--- config.mk ---
export PLATFORM = sky130hd
export DESIGN_NAME = utf8_to_utf16_validating_decoder
export DESIGN_NICKNAME = d
export VERILOG_FILES = /design/src/rtl/u8u16_pkg.sv /design/src/rtl/utf8_to_utf16_validating_decoder.sv /design/src/rtl/u8u16_step.sv /design/src/rtl/u8u16_fifo.sv
export SDC_FILE = /design/constraint.sdc
export NUM_CORES = 1
export LEC_CHECK = 0
export BUFFER_PORTS_ARGS = -buffer_cell sky130_fd_sc_hd__buf_2
export CAP_MARGIN = 20
export CORE_MARGIN = 4
export CORE_UTILIZATION = 45
export CTS_BUF_LIST = sky130_fd_sc_hd__clkbuf_4
export DETAILED_ROUTE_END_ITERATION = 6
export PLACE_DENSITY = 0.64
export SETUP_SLACK_MARGIN = 0.15
export SKIP_CTS_REPAIR_TIMING = 1
export SYNTH_ARGS = -nofsm -noshare
export SYNTH_HDL_FRONTEND = slang
export SYNTH_SLANG_ARGS = --single-unit
--- constraint.sdc ---
create_clock -name clk -period 7.8 [get_ports clk]
set_clock_uncertainty 0.05 [all_clocks]
set_input_delay 0.39 -clock clk [delete_from_list [all_inputs] [get_ports clk]]
set_output_delay 0.39 -clock clk [all_outputs]
set_load 0.03 [all_outputs]
--- src/rtl/u8u16_pkg.sv ---
// Package with the item types, decoder state and UTF-8/UTF-16 constants.
package u8u16_pkg;

    localparam int FIFO_DEPTH_DEF = 4;

    localparam logic [20:0] CP_MAX        = 21'h10FFFF;
    localparam logic [20:0] CP_SUPP_BASE  = 21'h010000;
    localparam logic [20:0] CP_SURR_LO    = 21'h00D800;
    localparam logic [20:0] CP_SURR_HI    = 21'h00DFFF;
    localparam logic [20:0] CP_MIN_3BYTE  = 21'h000800;
    localparam logic [20:0] CP_MIN_2BYTE  = 21'h000080;
    localparam logic [15:0] HIGH_SURR_TAG = 16'hD800;
    localparam logic [15:0] LOW_SURR_TAG  = 16'hDC00;
    localparam logic [9:0]  SURR_MASK     = 10'h3FF;

    localparam logic [1:0] SEQ_NONE = 2'd0;
    localparam logic [1:0] SEQ_TWO  = 2'd1;
    localparam logic [1:0] SEQ_THREE = 2'd2;
    localparam logic [1:0] SEQ_FOUR = 2'd3;

    localparam logic STATUS_OK      = 1'b0;
    localparam logic STATUS_INVALID = 1'b1;

    typedef struct packed {
        logic [7:0] data_byte;
        logic       last_byte;
    } in_item_t;

    typedef struct packed {
        logic [15:0] code_unit;
        logic        status;
        logic        end_of_string;
    } out_item_t;

    typedef struct packed {
        logic [20:0] code_point_accumulator;
        logic [1:0]  bytes_remaining;
        logic [1:0]  sequence_length;
        logic        string_failed;
    } dec_state_t;

    typedef struct packed {
        logic [1:0] count;
        out_item_t  first;
        out_item_t  second;
    } push_t;

endpackage

--- src/rtl/utf8_to_utf16_validating_decoder.sv ---
// Top level: UTF-8 byte stream in, validated UTF-16 code units out.
// A result passes through the result queue, so it is registered before it is shown.
// Throughput: one byte per cycle while the result queue has room for two items; a surrogate pair is two output items.
// Ready depends only on the fill level of the result queue, never on out_ready.
// Reset clears the sequence state, the failed-string flag and the result queue.
module utf8_to_utf16_validating_decoder
    import u8u16_pkg::*;
#(
    parameter int FIFO_DEPTH = FIFO_DEPTH_DEF
)
(
    input  logic      clk,
    input  logic      rst_n,
    input  logic      in_valid,
    output logic      in_ready,
    input  in_item_t  in_data,
    output logic      out_valid,
    input  logic      out_ready,
    output out_item_t out_data
);

    dec_state_t state_reg, state_next, step_state;
    push_t      step_push, push;
    logic       accept;
    logic       space_two;

    assign in_ready = space_two;
    assign accept   = in_valid && in_ready;

    u8u16_step u_step (
        .state      (state_reg),
        .item       (in_data),
        .state_next (step_state),
        .push       (step_push)
    );

    always_comb
    begin
        state_next = accept ? step_state : state_reg;
        push       = step_push;
        if (!accept)
        begin
            push.count = 2'd0;
        end
    end

    always_ff @(posedge clk or negedge rst_n)
    begin
        if (!rst_n)
        begin
            state_reg <= '0;
        end
        else
        begin
            state_reg <= state_next;
        end
    end

    u8u16_fifo #(
        .DEPTH (FIFO_DEPTH)
    ) u_fifo (
        .clk       (clk),
        .rst_n     (rst_n),
        .push      (push),
        .space_two (space_two),
        .out_valid (out_valid),
        .out_ready (out_ready),
        .out_data  (out_data)
    );

endmodule

--- src/rtl/u8u16_step.sv ---
// Combinational decode of one UTF-8 byte against the current sequence state.
module u8u16_step
    import u8u16_pkg::*;
(
    input  dec_state_t state,
    input  in_item_t   item,
    output dec_state_t state_next,
    output push_t      push
);

    logic [7:0]  b;
    logic        last;
    logic [20:0] acc_cont;
    logic [19:0] cp_off;
    logic        bad_cp;

    always_comb
    begin
        b          = item.data_byte;
        last       = item.last_byte;
        acc_cont   = {state.code_point_accumulator[14:0], b[5:0]};
        cp_off     = 20'(acc_cont - CP_SUPP_BASE);
        bad_cp     = ((state.sequence_length == SEQ_TWO) && (acc_cont < CP_MIN_2BYTE))
                  || ((state.sequence_length == SEQ_THREE) && (acc_cont < CP_MIN_3BYTE))
                  || ((state.sequence_length == SEQ_FOUR) && (acc_cont < CP_SUPP_BASE))
                  || (acc_cont > CP_MAX)
                  || ((acc_cont >= CP_SURR_LO) && (acc_cont <= CP_SURR_HI));

        state_next  = state;
        push.count  = 2'd0;
        push.first  = '{code_unit: 16'h0, status: STATUS_INVALID, end_of_string: last};
        push.second = '{code_unit: 16'h0, status: STATUS_OK, end_of_string: last};

        if (state.string_failed)
        begin
            if (last)
            begin
                state_next.string_failed = 1'b0;
            end
        end
        else if (state.bytes_remaining == 2'd0)
        begin
            if (b[7] == 1'b0)
            begin
                push.count = 2'd1;
                push.first = '{code_unit: {8'h00, b}, status: STATUS_OK,
                               end_of_string: last};
            end
            else if ((b[7:5] == 3'b110 || b[7:4] == 4'b1110 || b[7:3] == 5'b11110)
                     && !last)
            begin
                if (b[7:5] == 3'b110)
                begin
                    state_next.code_point_accumulator = {16'h0, b[4:0]};
                    state_next.sequence_length        = SEQ_TWO;
                end
                else if (b[7:4] == 4'b1110)
                begin
                    state_next.code_point_accumulator = {17'h0, b[3:0]};
                    state_next.sequence_length        = SEQ_THREE;
                end
                else
                begin
                    state_next.code_point_accumulator = {18'h0, b[2:0]};
                    state_next.sequence_length        = SEQ_FOUR;
                end
                state_next.bytes_remaining = state_next.sequence_length;
            end
            else
            begin
                state_next = '{code_point_accumulator: 21'h0, bytes_remaining: 2'd0,
                               sequence_length: SEQ_NONE, string_failed: !last};
                push.count = 2'd1;
            end
        end
        else if ((b[7:6] != 2'b10)
                 || ((state.bytes_remaining != 2'd1) && last)
                 || ((state.bytes_remaining == 2'd1) && bad_cp))
        begin
            state_next = '{code_point_accumulator: 21'h0, bytes_remaining: 2'd0,
                           sequence_length: SEQ_NONE, string_failed: !last};
            push.count = 2'd1;
        end
        else if (state.bytes_remaining != 2'd1)
        begin
            state_next.code_point_accumulator = acc_cont;
            state_next.bytes_remaining        = state.bytes_remaining - 2'd1;
        end
        else
        begin
            state_next = '{code_point_accumulator: 21'h0, bytes_remaining: 2'd0,
                           sequence_length: SEQ_NONE, string_failed: 1'b0};
            if (acc_cont[20:16] == 5'd0)
            begin
                push.count = 2'd1;
                push.first = '{code_unit: acc_cont[15:0], status: STATUS_OK,
                               end_of_string: last};
            end
            else
            begin
                push.count  = 2'd2;
                push.first  = '{code_unit: HIGH_SURR_TAG | {6'h0, cp_off[19:10]},
                                status: STATUS_OK, end_of_string: 1'b0};
                push.second = '{code_unit: LOW_SURR_TAG | {6'h0, cp_off[9:0] & SURR_MASK},
                                status: STATUS_OK, end_of_string: last};
            end
        end
    end

endmodule

--- src/rtl/u8u16_fifo.sv ---
// Result queue that takes up to two items per cycle and delivers one per cycle while out_ready is high.
module u8u16_fifo
    import u8u16_pkg::*;
#(
    parameter int DEPTH = FIFO_DEPTH_DEF
)
(
    input  logic      clk,
    input  logic      rst_n,
    input  push_t     push,
    output logic      space_two,
    output logic      out_valid,
    input  logic      out_ready,
    output out_item_t out_data
);

    localparam int AW = (DEPTH > 1) ? $clog2(DEPTH) : 1;
    localparam int CW = $clog2(DEPTH + 1);
    localparam logic [AW-1:0] LAST_IDX = AW'(DEPTH - 1);

    out_item_t     mem_reg [DEPTH];
    logic [AW-1:0] wr_ptr_reg, wr_ptr_next;
    logic [AW-1:0] wr_ptr_inc;
    logic [AW-1:0] rd_ptr_reg, rd_ptr_next;
    logic [CW-1:0] count_reg, count_next;
    logic          pop;

    function automatic logic [AW-1:0] ptr_inc(input logic [AW-1:0] p);
        ptr_inc = (p == LAST_IDX) ? '0 : p + AW'(1);
    endfunction

    assign pop        = out_valid && out_ready;
    assign out_valid  = (count_reg != '0);
    assign out_data   = mem_reg[rd_ptr_reg];
    assign space_two  = (count_reg <= CW'(DEPTH - 2));
    assign wr_ptr_inc = ptr_inc(wr_ptr_reg);

    always_comb
    begin
        wr_ptr_next = wr_ptr_reg;
        case (push.count)
            2'd1:    wr_ptr_next = wr_ptr_inc;
            2'd2:    wr_ptr_next = ptr_inc(wr_ptr_inc);
            default: wr_ptr_next = wr_ptr_reg;
        endcase
        rd_ptr_next = pop ? ptr_inc(rd_ptr_reg) : rd_ptr_reg;
        count_next  = count_reg + CW'(push.count) - CW'(pop);
    end

    always_ff @(posedge clk or negedge rst_n)
    begin
        if (!rst_n)
        begin
            wr_ptr_reg <= '0;
            rd_ptr_reg <= '0;
            count_reg  <= '0;
        end
        else
        begin
            wr_ptr_reg <= wr_ptr_next;
            rd_ptr_reg <= rd_ptr_next;
            count_reg  <= count_next;
        end
    end

    always_ff @(posedge clk)
    begin
        if (push.count != 2'd0)
        begin
            mem_reg[wr_ptr_reg] <= push.first;
        end
        if (push.count == 2'd2)
        begin
            mem_reg[wr_ptr_inc] <= push.second;
        end
    end

endmodule

; Word-level counts from Yosys, hierarchy flattened
; Memory sizes are Yosys's and may differ from the RTL's.
; Index checks and enable logic that the tools add are counted.
[totals]
regBits = 27
ram_bits = 72
output_inout_bits = 20
word_cells = 97
n_memories = 1
[mem_list]
columns = memory, words, word_bits, read_ports, rd_ports_with_merged_regs, write_ports, line_no
row1 = u_fifo.mem_reg, 4, 18, 1, 0, 2, u8u16_fifo.sv:21  ; out_item_t mem_reg [DEPTH];
[classes]
addsub = 7
order_cmp = 7
eq_ne = 16
muxes = 33
bitwise_logic = 1
n_reduce_logical = 25
[ops]
columns = operator, n
row1 = $mux 20, 5
row2 = $mux 38, 2
row3 = $mux 18, 2
row4 = $mux 36, 1
row5 = $ge 21x16->1 const B, 1
row6 = $gt 21x21->1 const B, 1
row7 = $le 21x16->1 const B, 1
row8 = $lt 21x12->1 const B, 1
row9 = $lt 21x17->1 const B, 1
row10 = $lt 21x8->1 const B, 1
row11 = $sub 20x17->20 const B, 1
row12 = $mux 19, 1
row13 = $mux 17, 1
row14 = $mux 2, 7
row15 = $eq 2x2->1 const B, 6
row16 = $logic_and 1x1->1, 9
row17 = $mux 1, 9
row18 = $mux 9, 1
row19 = $logic_or 1x1->1, 8
row20 = $add 2x1->2 const B, 3
row21 = $eq 2x1->1 const B, 3
row22 = $eq 5x5->1 const B, 1
row23 = $logic_not 5->1, 1
row24 = $mux 5, 1
row25 = other kinds (19), 21

; Depth between registers and ports, before layout
; Gate-level depths: netlist of run 1.
[depth]
depth_word = 15
depth_mapped = 17

; Hierarchy
; From an unflattened synthesis of run 1, not the netlist that was laid out.
[unflattened]
hier_cells = 456
area_unflattened_um2 = 6448.7
[by_module_without_submodules]
columns = module, n_inst, cells_each, area_per_inst_um2, seq_area_each_um2
row1 = u8u16_fifo, 1, 230, 4242.8, 2337.2
row2 = u8u16_step, 1, 169, 1121.1, 0.0
row3 = utf8_to_utf16_validating_decoder, 1, 57, 1084.8, 650.6

; Least setup slack after synthesis of run 1
; OpenSTA, ideal clock, no wires.
[synth_path]
path_kind = flip-flop to flip-flop
from = register state_reg[16] (netlist bit)
to = memory u_fifo.mem_reg[0][0] (netlist bit), enable pin
setup_ns = 0.364
arrival_ns = 3.958
t_required_ns = 7.386
slack_ns = 3.428
path_stages_with_launch = 15
path_buffers = 3
synth_period_minus_slack_ns = 4.372
path_cell_list = dfrtp_1 or4_1 a311o_1 a21oi_1 nor3_1 o21ai_1 buf_2 nor3_1 ha_1 clkbuf_1 and2_0 clkbuf_1 nor3b_1 nor2_1 inv_1
[synth_rtl]
columns = element, line_no
row1 = "start, declared", utf8_to_utf16_validating_decoder.sv:22  ; dec_state_t state_reg, state_next, step_state;
row2 = "start signal, assigned", utf8_to_utf16_validating_decoder.sv:55  ; state_reg <= state_next;
row3 = "end, declared", u8u16_fifo.sv:21

==> run metrics, run 1 <==
outcome finished, final reports clean; nature of the critical path startpoint register; Net Count, Synth 513; Power Total 0.00162 W; global router's overall resource usage 20.8%; pwr/cell area 275 nW/µm²; Die Span X 118 µm; initial antenna violation count 0; sequential fraction of the synthesis area 50.2%; first-pass GRT wire length 22.9 mm; DRT Wirelength 14.0 mm; met1 wire length 6.01 mm; Max Used Layer met4; most common library cells after synthesis edfxtp_1 (64), nand2_1 (50), a21oi_1 (31); top-count cell post-synth edfxtp_1; core area 12000 µm²; area fraction of the dominant cell type after synthesis 35.0%; drt first pass iters 5; post-synth cell types 58; Starting Density 45.9%; delay of the slowest cell on the worst path 830 ps; Syn Inst Count 482; Nets 532; post-DR wirelength/cell 21.4 µm; Via density 6.36; Final HPWL DP 9.63 mm; Inserted Clock Buffers 9; final RePlAce weighted congestion 0.917; met2 routed WL 6.71 mm; largest cells by area after synthesis edfxtp_1 (35%), dfrtp_1 (12%), mux4_2 (7.4%); via count 4156; num ports 33; number of diodes 0; Clock Latency Late Sink 480 ps; slowest CP cell nor3b_2; Die Footprint 14000 µm²; fin. max-slew vios 0; dpl cells 636; Synth Warn # 0; worst-path cell chain inv_1 -> ha_1 -> nor3b_1 -> nand2b_1 -> nor4_1 -> nor3_1 -> o21ai_1 -> nor3_1 -> ha_1 -> and2_0 -> nor3b_2 -> nor2_1 -> inv_1; vias in the first global route 4041; Area Growth Syn to Fin 7.57%; crit end category register; number of synthesized flops with an enable pin 64; final worst-path cycle share 70.1%; clk sinks 99; f_max 183 MHz; share of layout cells above drive strength 1 17.6%; Final Hold Viols 0; largest net degree at the start of global routing 37; CTS Buffer Depth 2; Port Buffers 32; reg2reg start state_reg[15]; post-place setup slack 2450 ps; Worst Setup SP state_reg[15]; non-filler cells, final 653; Antenna Nets Post-Route 0; Syn Area/Cell 11.4 µm²; worst slew pin tran 1140 ps; ys async rst share 27.3%; most area-hungry cell type in the Yosys netlist edfxtp_1; # rows 40; CTS tree done; Die Span Y 118 µm; GRT overflow 0; Total Neg Setup Slack 0 ps; critical path class reg2reg; HP Start in_data[4]; Yosys reg bits 99; worst hold path class in2reg; number of flip-flops in the largest register 72; VDD IR max 0.0000995 V; leak pwr 2.03 nW; Main synth FF type edfxtp_1; Slew headroom 23.5%; number of H-tree levels 3; metal3 WL 951 µm; Critical Path AT 5540 ps; root buffer cell clkbuf_4; Final WS setup 2330 ps; DR iter-0 viols 337; mapped cell area 5490 µm²; drc violations 0; endpoints failing setup 0; Critical Path RT 7870 ps; final core utilization 49.4%; # fillers 1066; CP max FO 30; clock slew at reported path FFs 150 ps; RSZ-0062 raised after global routing false; Period minus WS final 5470 ps; Max-Cap Viols 0
==> logic make-up after synthesis <==
group           synth area share, %
fa+ha+maj                      4.24
flops                          50.2
compound gates                 19.0
mux                            7.98
buf+inv                        4.13
xor+xnor                      0.479
simple gates                   14.0
==> worst max-delay path, delay by kind of cell (launching register included) <==
family | cells | cell delay, ps
AO/OA/AOI/OAI | 1 | 240
adder cells (fa/ha/maj) | 2 | 530
buffers and inverters | 2 | 670
flip-flops | 1 | 450
AND/OR/NAND/NOR | 8 | 3160
==> stage by stage <==
step	hold WS, ps	instance area (µm²)
floorplan	44.4	5490
global placement	396	5750
detailed placement	400	5760
CTS	-145	5890
global route	167	5900
finish	173	5900
==> power breakdown <==
| part | switching (W) | internal (W) |
|---|---|---|
| Combinational | 0.000385 | 0.000245 |
| Clock | 0.000178 | 0.000102 |
| Sequential | 0.0000856 | 0.000628 |
==> layout by cell type, fill, tap and decap left out, drive strengths merged, types with 5 or more instances in the layout <==
cell type and count:
a21oi 31, a2bb2oi 5, a32o 28, buf 40, clkbuf 10, dfrtp 27, dfxtp 8, edfxtp 64
ha 17, inv 21, mux4 18, nand2 50, nand3 13, nor2 25, nor3 13, nor3b 19
nor4 5, o21ai 29, o22ai 12, o31ai 9
==> path summary, 6_finish.rpt <==
path	endpoint	depth (start not counted)	slack [ps]
worst max-delay path	u_fifo.mem_reg[0][6]	13	2330
worst min-delay path	state_reg[8]	3	170
worst max register to register	u_fifo.mem_reg[0][6]	13	2330
worst min register to register	u_fifo.mem_reg[3][15]	2	450
max in group asynchronous	u_fifo.rd_ptr_reg[0]	2	6900
min in group asynchronous	u_fifo.wr_ptr_reg[0]	2	390
==> cell type report <==
cell class,instances,area (µm²),area share (%)
sequential,99,2760,46.7
multi-input combinational,330,2520,42.7
timing repair buffer,41,230,3.90
tap,147,184,3.12
clock buffer,10,75.1,1.27
inverter,20,75.1,1.27
clock inverter,6,63.8,1.08
==> metal layers <==
layer | vias to the layer above | GRT usage (%)
met5 | - | 0
met4 | 0 | 9.49
met3 | 30 | 2.87
met2 | 182 | 32.5
met1 | 2021 | 28.8
li1 | 1923 | -
Note: power is estimated with default switching activity, not from simulation.
==> inputs of run 2 (changes only) <==
ABC_AREA = 1   (was default)
clock period = 5.6 ns   (was 7.8 ns; I/O delays follow)
==> run metrics, run 2 <==
Nets 744 (+40%); met1 wire length 7.10 mm (+18%); Main synth FF type edfxtp_1; delay of the slowest cell on the worst path 420 ps (-410 ps); first-pass GRT wire length 25.5 mm (+11%); main combinational cell family by area after synthesis simple AND/OR/NAND/NOR gates; worst-path cell chain inv_1 -> ha_1 -> inv_1 -> a211oi_1 -> nand2_1 -> a21oi_2 -> nand2_1 -> nand2_1 -> nand2_1 -> o21ai_0 -> ha_1 -> nand2_1 -> inv_1 -> nor2_1 -> buf_4 -> o211ai_1 -> nand2_1; Syn Inst Count 711 (+48%); Synth Warn # 0 (unchanged); Syn Area/Cell 8.15 µm² (-28%); pwr/cell area 459 nW/µm² (+67%); vias in the first global route 4768 (+18%); Final HPWL DP 11.0 mm (+15%); f_max 249 MHz (+36%); number of synthesized flops with an enable pin 64 (unchanged); final worst-path cycle share 71.8% (+1.7 points); final RePlAce weighted congestion 0.958 (+4.5%); Max Used Layer met4; Area Growth Syn to Fin 6.82%; Post-Synth XOR/XNOR Area 0.453% (-0.026 points); endpoints failing setup 0 (unchanged); Simple-Gate Fraction of Synth Area 26.2% (+12 points); final core utilization 49.1% (-0.28 points); worst slew pin tran 910 ps (-233 ps); post-synthesis mux area share 0% (-8.0 points); CTS tree done; leak pwr 2.68 nW (+32%); worst r2r path cells 17 (+4); global router's overall resource usage 22.2% (+1.4 points); CP max FO 13 (-57%); GRT overflow 0 (unchanged); Die Span Y 122 µm (+2.6%); ys async rst share 27.3% (unchanged); Placed Area 6000 µm² (+4.2%); number of flip-flops in the largest register 72 (unchanged); final instance area 6190 µm² (+4.9%); hold depth 3 (unchanged); Inserted Clock Buffers 9 (unchanged); slowest CP cell inv_1; CTS Buffer Depth 2 (unchanged); Starting Density 45.9% (+0.056 points); WHS Endpoint state_reg[5]; Total Neg Setup Slack 0 ps (unchanged); Die Span X 122 µm (+2.6%); crit end category register; met2 routed WL 7.19 mm (+7.3%); DRT Wirelength 15.9 mm (+13%); Reg2Reg Capture Point u_fifo.mem_reg[0][13]; initial antenna violation count 1 (+1); Slew headroom 39.3% (+16 points); metal3 WL 1.18 mm (+24%); Net Count, Synth 742 (+45%); failing checks DRC; VDD IR max 0.000212 V (+110%); largest net degree at the start of global routing 84 (+130%); post-place setup slack 1520 ps (-932 ps); HP Start in_data[1]; reg2reg start state_reg[4]; fin. max-slew vios 0 (unchanged); share of layout cells above drive strength 1 9.61% (-8.0 points); Period minus WS final 4020 ps (-1450 ps); Critical Path RT 5790 ps (-2080 ps); Critical Path AT 4210 ps (-1330 ps); largest cells by area after synthesis edfxtp_1 (33%), dfrtp_1 (12%), nand2_1 (9.5%); mapped cell area 5800 µm² (+5.6%); Via density 5.86 (-7.9%); top-count cell post-synth nand2_1; drc violations 2 (+2); flop2flop setup slack 1580 ps (-750 ps); area fraction of the dominant cell type after synthesis 33.1% (-1.9 points); Port Buffers 32 (unchanged); Clock Latency Late Sink 470 ps (about the same); critical path class reg2reg; num ports 33 (unchanged); most area-hungry cell type in the Yosys netlist edfxtp_1; Synth Area in Compound Gates 13.7% (-5.2 points); commonest non-fill, non-tap cell in the layout nand2_1; post-DR wirelength/cell 17.8 µm (-17%); core area 12600 µm² (+5.5%); Yosys reg bits 99 (unchanged); Final WS setup 1580 ps (-753 ps); Final Hold Viols 0 (unchanged); post-synth cell types 34 (-41%); # rows 41 (+2.5%); nature of the critical path startpoint register; clock slew at reported path FFs 140 ps (about the same); Crit path top cell by count nand2_1; sequential fraction of the synthesis area 47.6% (-2.7 points); most common library cells after synthesis nand2_1 (146), nor2_1 (73), nand3_1 (66); DR iter-0 viols 494 (+47%); Post-Synth Adder-Cell Area 4.01% (-0.23 points); drt first pass iters 7 (+2); most frequent cells in the layout nand2_1 (146), nor2_1 (73), nand3_1 (65); Antenna Nets Post-Route 0 (unchanged); Max-Cap Viols 0 (unchanged); clk sinks 99 (unchanged); via count 5222 (+26%); worst hold path class in2reg; RSZ-0062 raised after global routing false; root buffer cell clkbuf_4; number of H-tree levels 3 (unchanged); outcome finished, violations left; Die Footprint 14800 µm² (+5.2%)
run 2: cell count changes in the layout (fill, tap and decap cells not counted), moves of 18 or more:
cell	delta
o211ai_1	+25
inv_1	+39
nand4_1	+44
mux4_2	-18
o22ai_1	+21
nand2_1	+96
nand3_1	+52
o21ai_0	+38
a32o_1	-28
nor2_1	+48
a21oi_1	-25
run 2: stage by stage:
stage	cells	hold WS (ps)	total power, W
2_1_floorplan	711	-65.6	0.00207
3_3_place_gp	868	282	0.00241
3_5_place_dp	869	283	0.00244
4_1_cts	885	-264	0.00281
5_1_grt	891	65.6	0.00305
6_report	891	101	0.00284
run 2: routing by layer:
layer,up-vias,global-route usage (%)
li1,2476,-
met1,2481,31.3
met2,235,33.9
met3,30,3.31
met4,0,9.80
met5,-,0
run 2: where the power goes:
group	total [W]	internal, W	switching, W
combinational	0.00142	0.000384	0.00104
sequential	0.00105	0.000907	0.000141
clock	0.000376	0.000139	0.000237
total	0.00284	0.00143	0.00141
run 2: cell families after synthesis:
group | after synthesis
flops | 99
compound gates | 136
simple gates | 338
xor+xnor | 3
fa+ha+maj | 18
buf+inv | 117
run 2: worst max-delay path by stage:
stage	start	end	cells after the start
detailed placement	state_reg[15]	u_fifo.mem_reg[3][12]	12
global placement	state_reg[15]	u_fifo.mem_reg[0][12]	12
CTS	state_reg[15]	u_fifo.mem_reg[3][12]	12
floorplan	state_reg[4]	u_fifo.mem_reg[1][10]	18
finish	state_reg[4]	u_fifo.mem_reg[0][13]	17
global route	state_reg[4]	u_fifo.mem_reg[0][16]	17
run 2: critical path: cells and delay by family, from the launching register on:
| kind | cells | cell delay (ps) |
|---|---|---|
| flip-flops | 1 | 400 |
| AO/OA/AOI/OAI | 4 | 1060 |
| AND/OR/NAND/NOR | 7 | 860 |
| adder cells (fa/ha/maj) | 2 | 560 |
| buffers and inverters | 4 | 860 |
run 2: final cells by class:
cell class	count	area, µm²
multi-input cells	495	2580
well taps	172	215
inverters	66	248
repair buffers	42	258
clock inverters	6	57.6
diodes	1	2.50
fillers	1248	6430
clock buffers	10	75.1
flip-flops and latches	99	2760
==> inputs of run 3 (changes only) <==
clock period = 3.72 ns   (was 5.6 ns; I/O delays follow)
==> run metrics, run 3 (same netlist as run 2, synthesis figures left out) <==
outcome finished, final reports clean; drc violations 0 (-2); Die Span X 122 µm (unchanged); number of flip-flops in the largest register 72 (unchanged); most frequent cells in the layout nand2_1 (146), nor2_1 (72), nand3_1 (65); worst hold path class in2reg; metal3 WL 1.43 mm (+21%); core area 12600 µm² (unchanged); Starting Density 45.9% (unchanged); Clock Latency Late Sink 490 ps (+20 ps); leak pwr 2.78 nW (+4.1%); final worst-path cycle share 88.5% (+17 points); Max Used Layer met4; worst slew pin tran 882 ps (-28.1 ps); via count 5317 (+1.8%); Area Growth Syn to Fin 10.1%; DRT Wirelength 16.2 mm (+2.0%); drt first pass iters 5 (-2); Nets 772 (+3.8%); clock power share 11.7% (-1.5 points); dpl cells 897 (+3.2%); commonest non-fill, non-tap cell in the layout nand2_1; post-DR wirelength/cell 17.6 µm (-1.1%); clk sinks 99 (unchanged); Int Power 0.00213 W (+49%); Max-Cap Viols 0 (unchanged); worst-path cell chain inv_1 -> ha_1 -> inv_1 -> a211oi_2 -> nand2_1 -> a21oi_2 -> nand2_1 -> nand2_1 -> nand2_1 -> o21ai_1 -> ha_2 -> nand2_1 -> inv_1 -> buf_4 -> nand3_1 -> nand2_1; non-filler cells, final 919 (+3.1%); CP Buf/Inv Count 4 (unchanged); Final HPWL DP 11.1 mm (+0.98%); CTS tree done; # rows 41 (unchanged); Critical Path AT 3580 ps (-630 ps); num ports 33 (unchanged); final RePlAce weighted congestion 0.911 (-4.9%); crit end category register; Net Sw Frac 50.6% (+0.82 points); Period minus WS final 3290 ps (-726 ps); pwr/cell area 674 nW/µm² (+47%); RSZ-0062 raised after global routing false; met2 routed WL 7.70 mm (+7.0%); number of H-tree levels 3 (unchanged); Comb pwr share 53.0% (+3.0 points); critical path class reg2reg; CP max FO 11 (-2); # fillers 1203 (-3.6%); clock slew at reported path FFs 140 ps (about the same); slowest CP cell dfrtp_1; Crit path top cell by count nand2_1; Slew headroom 41.1% (+1.9 points); met1 wire length 6.71 mm (-5.5%); flop2flop setup slack 430 ps (-1150 ps); Die Span Y 122 µm (unchanged); Net Sw Power 0.00218 W (+54%); Final Hold Viols 0 (unchanged); critical path's top delay family simple AND/OR/NAND/NOR gates; fin. max-slew vios 0 (unchanged); global router's overall resource usage 22.7% (+0.51 points); Inserted Clock Buffers 9 (unchanged); Port Buffers 32 (unchanged); vias in the first global route 4992 (+4.7%); first-pass GRT wire length 25.9 mm (+1.6%); Antenna Nets Post-Route 0 (unchanged); f_max 304 MHz (+22%); share of layout cells above drive strength 1 12.7% (+3.1 points); Via density 5.79 (-1.3%); Die Footprint 14800 µm² (unchanged); DR iter-0 viols 497 (+0.61%); Power Total 0.00431 W (+51%); initial antenna violation count 1 (unchanged); nature of the critical path startpoint register; VDD IR max 0.000353 V (+66%); Critical Path RT 4010 ps (-1780 ps); largest net degree at the start of global routing 82 (-2.4%); root buffer cell clkbuf_4; GRT overflow 0 (unchanged); CTS Buffer Depth 2 (unchanged); Sequential Power Share 35.3% (-1.5 points); delay of the slowest cell on the worst path 400 ps (-20 ps); endpoints failing setup 0 (unchanged)
==> run 3: worst paths after layout <==
check,endpoint,cells past startpoint,from
setup / recovery,u_fifo.mem_reg[1][16],16,state_reg[4]
setup reg to reg,u_fifo.mem_reg[1][16],16,state_reg[4]
hold reg to reg,u_fifo.mem_reg[0][1],2,u_fifo.mem_reg[0][1]
min in group asynchronous,state_reg[6],2,rst_n
hold / removal,state_reg[8],3,in_data[4]
max in group asynchronous,u_fifo.count_reg[0],2,rst_n
==> run 3: power by group through the flow <==
stage / combinational (W) / clock, W / sequential [W]
final: 0.00228 / 0.000503 / 0.00152
after global routing: 0.00252 / 0.000558 / 0.00154
after CTS: 0.00226 / 0.000512 / 0.00152
after detailed placement: 0.00226 / 0 / 0.00154
after global placement: 0.00222 / 0 / 0.00153
after floorplan: 0.00164 / 0 / 0.00147
==> run 3: tightest hold or removal path: stages <==
cell and delay, ps:
buf_2 180, nand2_1 90, o22ai_1 70
==> run 3: layer usage <==
layer,global-route usage [%],vias to the layer above
met1,31.0,2519
li1,-,2535
met4,9.80,0
met5,0,-
met3,4.80,32
met2,35.0,231
==> run 3: layout make-up <==
class | count | area [µm²] | share of cell area [%]
multi-input cells | 495 | 2590 | 40.6
clock inverters | 6 | 32.5 | 0.510
diodes | 1 | 2.50 | 0.0392
repair buffers | 70 | 459 | 7.19
flip-flops and latches | 99 | 2760 | 43.2
clock buffers | 10 | 75.1 | 1.18
well taps | 172 | 215 | 3.37
inverters | 66 | 248 | 3.88
==> run 3: stage by stage <==
stage	util, %	TNS (ps)	setup WS (ps)	cell area (µm²)	hold slack (ps)
after floorplan	-	0	599	5800	-160
after global placement	49.1	0	124	6200	184
after detailed placement	49.2	-54.4	-19.9	6210	186
after CTS	50.1	-263	-63.1	6320	-368
after global routing	50.6	0	179	6380	7.63
final	50.6	0	427	6380	28.3
